File: config.mk
export PLATFORM = sky130hd
export DESIGN_NAME = bos_ctrl
export DESIGN_NICKNAME = d
export VERILOG_FILES = /design/src/bos_pkg.sv /design/src/bos_ctrl.sv
export SDC_FILE = /design/constraint.sdc
export NUM_CORES = 1
export LEC_CHECK = 0
export BUFFER_PORTS_ARGS = -buffer_cell sky130_fd_sc_hd__buf_2
export CORE_AREA = 2 2 39 41
export CTS_CLUSTER_DIAMETER = 50
export DETAILED_ROUTE_END_ITERATION = 12
export DIE_AREA = 0 0 41 43
export PLACE_DENSITY = 0.49
export SETUP_SLACK_MARGIN = 0.15
export SLEW_MARGIN = 20
export SYNTH_ARGS = -nofsm -noshare
export SYNTH_HDL_FRONTEND = slang
export SYNTH_SLANG_ARGS = --single-unit
File: constraint.sdc
create_clock -name clk -period 2.6 [get_ports clk]
set_input_delay 0.13 -clock clk [delete_from_list [all_inputs] [get_ports clk]]
set_output_delay 0.13 -clock clk [all_outputs]
set_load 0.005 [all_outputs]
File: src/bos_pkg.sv
// Shared types, sizes and codes for the byte operand stack.
`default_nettype none
package bos_pkg;

  localparam int STACK_DEPTH = 1024;
  localparam int ADDR_W      = $clog2(STACK_DEPTH);
  localparam int CNT_W       = $clog2(STACK_DEPTH + 1);
  localparam int BYTE_W      = 8;
  localparam int VALUE_W     = 64;
  localparam int MAX_BYTES   = VALUE_W / BYTE_W;
  localparam int REM_W       = $clog2(MAX_BYTES + 1);
  localparam int FILL_W      = 11;

  localparam logic FUNC_PUSH = 1'b0;
  localparam logic FUNC_POP  = 1'b1;

  localparam logic [1:0] ST_OK        = 2'd0;
  localparam logic [1:0] ST_UNDERFLOW = 2'd1;
  localparam logic [1:0] ST_OVERFLOW  = 2'd2;

  typedef struct packed {
    logic               func;
    logic [1:0]         size_code;
    logic [VALUE_W-1:0] push_value;
  } req_t;

  typedef struct packed {
    logic [VALUE_W-1:0] pop_value;
    logic [1:0]         status;
    logic [FILL_W-1:0]  fill_level;
  } rsp_t;

  typedef enum logic [2:0] {
    S_IDLE,
    S_CHECK,
    S_PUSH,
    S_POP_FIRST,
    S_POP,
    S_POP_TAIL,
    S_DONE
  } ctl_state_t;

  typedef struct packed {
    logic load;
    logic check;
    logic wr_step;
    logic rd_step;
    logic capture;
    logic finish;
  } ctl_cmd_t;

  typedef struct packed {
    logic pop;
    logic err;
    logic rem_last;
    logic out_free;
  } dp_status_t;

endpackage
`default_nettype wire

File: src/bos_ctrl.sv
// Sequencer for the byte operand stack: checks, byte loop and result hand-off.
`default_nettype none
module bos_ctrl (
  input  logic                clk,
  input  logic                rst,
  input  logic                req_valid,
  output logic                req_stall,
  input  bos_pkg::dp_status_t stat,
  output bos_pkg::ctl_cmd_t   cmd
);

  bos_pkg::ctl_state_t state, state_next;

  always_ff @(posedge clk) begin
    if (rst) begin
      state <= bos_pkg::S_IDLE;
    end else begin
      state <= state_next;
    end
  end

  always_comb begin
    state_next = state;
    case (state)
      bos_pkg::S_IDLE: begin
        if (req_valid) state_next = bos_pkg::S_CHECK;
      end
      bos_pkg::S_CHECK: begin
        if (stat.err) state_next = bos_pkg::S_DONE;
        else if (stat.pop) state_next = bos_pkg::S_POP_FIRST;
        else state_next = bos_pkg::S_PUSH;
      end
      bos_pkg::S_PUSH: begin
        if (stat.rem_last) state_next = bos_pkg::S_DONE;
      end
      bos_pkg::S_POP_FIRST: begin
        if (stat.rem_last) state_next = bos_pkg::S_POP_TAIL;
        else state_next = bos_pkg::S_POP;
      end
      bos_pkg::S_POP: begin
        if (stat.rem_last) state_next = bos_pkg::S_POP_TAIL;
      end
      bos_pkg::S_POP_TAIL: begin
        state_next = bos_pkg::S_DONE;
      end
      bos_pkg::S_DONE: begin
        if (stat.out_free) state_next = bos_pkg::S_IDLE;
      end
      default: state_next = bos_pkg::S_IDLE;
    endcase
  end

  always_comb begin
    cmd       = '0;
    req_stall = 1'b1;
    case (state)
      bos_pkg::S_IDLE: begin
        // No item is taken while reset is held.
        req_stall = rst;
        cmd.load  = req_valid && !rst;
      end
      bos_pkg::S_CHECK:     cmd.check = 1'b1;
      bos_pkg::S_PUSH:      cmd.wr_step = 1'b1;
      bos_pkg::S_POP_FIRST: cmd.rd_step = 1'b1;
      bos_pkg::S_POP: begin
        cmd.rd_step = 1'b1;
        cmd.capture = 1'b1;
      end
      bos_pkg::S_POP_TAIL:  cmd.capture = 1'b1;
      bos_pkg::S_DONE:      cmd.finish = stat.out_free;
      default: begin
        cmd       = '0;
        req_stall = 1'b1;
      end
    endcase
  end

  // Reads and writes of the byte store never share a cycle.
  a_no_rw_overlap: assert property (@(posedge clk) disable iff (rst)
    !(cmd.wr_step && cmd.rd_step))
    else $error("byte store read and write in the same cycle");

  // A result is only loaded when the output register can take it.
  a_finish_free: assert property (@(posedge clk) disable iff (rst)
    cmd.finish |-> stat.out_free)
    else $error("result loaded into a busy output register");

  // A failed check skips the byte loop entirely.
  a_err_skips: assert property (@(posedge clk) disable iff (rst)
    (state == bos_pkg::S_CHECK && stat.err) |=> state == bos_pkg::S_DONE)
    else $error("rejected operation entered the byte loop");

endmodule
`default_nettype wire

==> summary.txt <==
Power and ir drop
  – Leak: approximately 0.16 nW
  – P per Cell Area: around 740 nW/um^2
  – Peak VDD IR: ~330 uV

Yosys
  – Synth async-reset ratio: 0
  – Synthesized area per cell: 7.204 sq um
  – Mapped Area: approximately 240 sq um
  – Syn nets: 40
  – Prevailing post-synth register cell: dfxtp_1
  – Area leader, netlist: dfxtp_1
  – Yosys top cell area share: 0.2526
  – Commonest cells in the synthesized netlist: dfxtp_1, nand2_1, nand2b_1, nor2_1
  – Syn Inst Count: 33
  – Synth warn: 0
  – Dominant cells by area after synthesis: dfxtp_1, nand2b_1, or2_2
  – Post-synth EDFFs: 0
  – Yosys reg bits: 3
  – Post-synthesis sequential area ratio: 0.2526
  – Synth cell types: 21

Global routing
  – Largest net degree at the start of global routing: 13
  – Vias in the first global route: ~220
  – First-pass GRT wire length: between 800 and 900 um
  – Initial antenna violation count: 0
  – Total track usage: 0.07816
  – Total global routing overflow: 0

Final layout
  – Core Util, Final: 0.2405
  – Fill cells: ~160
  – Area of the multi-input gates: roughly 150 sq um
  – Area Growth Syn to Fin: 40.00%
  – Largest registers: state: 3 flops
  – Final nets: between 50 and 60
  – Max reg flops: 3
  – Final cell count without fillers: 64
  – Final Instance Area: between 300 and 400 sq um
  – FF+latch area: 60.06 sq um
  – Share of cells above drive strength 1: 0.4167
  – ANT cells: 0
  – Top reg by flops: state

Route
  – Remaining antenna violation count after routing: 0
  – Routed vias/inst: roughly 4.3
  – Routed WL: approximately 580 um
  – DR WL/cell: 8.984 um
  – Initial DRC count: 9
  – Initial DRT Pass Iterations: 4
  – DRC violations left: 0
  – DR vias: approximately 270

Critical path
  – Max Fanout on Critical Path: 12
  – Crit path launch type: flip-flop
  – Setup crit end kind: output port
  – Worst Setup Path Type: flip-flop to output port
  – Worst path required time: 2.47 ns
  – Worst path arrival time: about 1.4 ns

Floorplanning
  – Die area: 1763 sq um
  – Core Box Area: about 1400 sq um
  – Die height: ~43 um
  – I/O Pins: 14
  – DIE WIDTH: 41 um
  – Initial core utilization: 0.1718
  – Num rows: 14

Place
  – Dpl hpwl: ~460 um
  – Dpl cells: 60
  – Port buffer count: 13
  – Cell Area, Placed: between 300 and 400 sq um
  – Gp weighted congestion: approximately 0.73

Clock tree
  – CTS resizes: 0
  – CTS tree: built
  – Skew-Pair Late Insertion Delay: about 0.23 ns
  – Hold_buf cts: 0
  – Clock Path Buffers: 2
  – CTS Sinks: 3
  – Clk pin slew, worst setup/hold paths: about 0.040 ns
  – Setup Buffers After CTS: 0
  – CTS root buffer: clkbuf_4
  – Total CTS buffers: 3
  – H-tree depth: 1

STA
  – Final min period: about 1.5 ns
  – Worst Max-Slew Pin Slew: about 0.38 ns
  – Skew final: between 0.001 and 0.0015 ns
  – Final setup fails: 0
  – Final Hold Viols: 0
  – RSZ-0062 raised after global routing: false
  – Final max-slew violation count: 0
  – Setup TNS: 0 ns
  – Fmax: ~0.66 GHz
  – Period Utilization, post-route: 0.5837
  – Rel. slew slack: 0.7482

Status
  – Status: finished clean

Min path
  – HP Class: primary input to flip-flop

Job
  – # Max-Cap Violations: 0
==> per-stage QoR <==
stage | power [W] | hold slack [ns] | setup WS (ns)
CTS | 0.0002535 | 0.09665 | 1.068
detailed placement | 0.0001687 | 0.3454 | 1.308
global route | 0.0002724 | 0.09841 | 0.9809
floorplan | 0.0001430 | 0.1991 | 1.458
global placement | 0.0001686 | 0.3553 | 1.331
finish | 0.0002474 | 0.1053 | 1.082
==> critical path: stages, from the launching register on <==
cell,delay [ns]
dfxtp_1,0.39
or4_4,0.58
nor2_2,0.08
buf_2,0.11
==> report_power, final <==
part	internal [W]	switching [W]	total (W)
clock	0.0000574	0.0000223	0.0000796
sequential	0.0000564	0.0000252	0.0000816
combinational	0.0000500	0.0000362	0.0000862
==> path summary, 6_finish.rpt <==
kind	startpoint	to	slack (ns)	depth (start not counted)
max reg2reg	state[2]$_SDFFE_PP0P_	state[0]$_SDFFE_PP0P_	1.42	3
min	rst	state[2]$_SDFFE_PP0P_	0.11	2
max	state[1]$_SDFFE_PP0P_	cmd[5]	1.08	3
min reg2reg	state[0]$_SDFFE_PP0P_	state[1]$_SDFFE_PP0P_	0.58	2
==> cells by family (layout without fill, tap and decap cells) <==
| logic type | after synthesis | after routing | synth area share |
|---|---|---|---|
| AO/OA/AOI/OAI | 7 | 7 | 0.1842 |
| buffers and inverters | 4 | 19 | 0.09999 |
| flip-flops | 3 | 3 | 0.2526 |
| multiplexers | 1 | 1 | 0.04211 |
| AND/OR/NAND/NOR | 18 | 18 | 0.4211 |
==> per-layer routing <==
metal  vias to the layer above  global-route usage  routed length [um]
met5                         -                   0                   0
met4                         0             0.04000                   0
met3                         0             0.06283                  43
met2                        11             0.08125                 227
met1                       118              0.1086                 304
li1                        144                   -                   -
==> layout by cell type (no fill, tap or decap) <==
cell / instances
nor2b_1: 1
inv_1: 2
clkbuf_1: 1
nand2_1: 3
a31oi_1: 1
nor2_1: 3
and2b_1: 1
or4_4: 1
dfxtp_1: 3
nand2b_1: 3
nor3_1: 2
o22ai_1: 1
a21oi_1: 2
o21ai_0: 1
nand3_1: 1
clkbuf_4: 3
nor2_2: 1
or2_2: 2
buf_2: 13
a2bb2oi_1: 1
a211oi_1: 1
mux2i_1: 1
==> cell type report <==
type | count | share of cell area
well taps | 16 | 0.06015
multi-input cells | 26 | 0.4624
flip-flops and latches | 3 | 0.1805
repair buffers | 13 | 0.1955
inverters | 2 | 0.02256
clock buffers | 4 | 0.07895
Power figures use the tool's default switching activity.
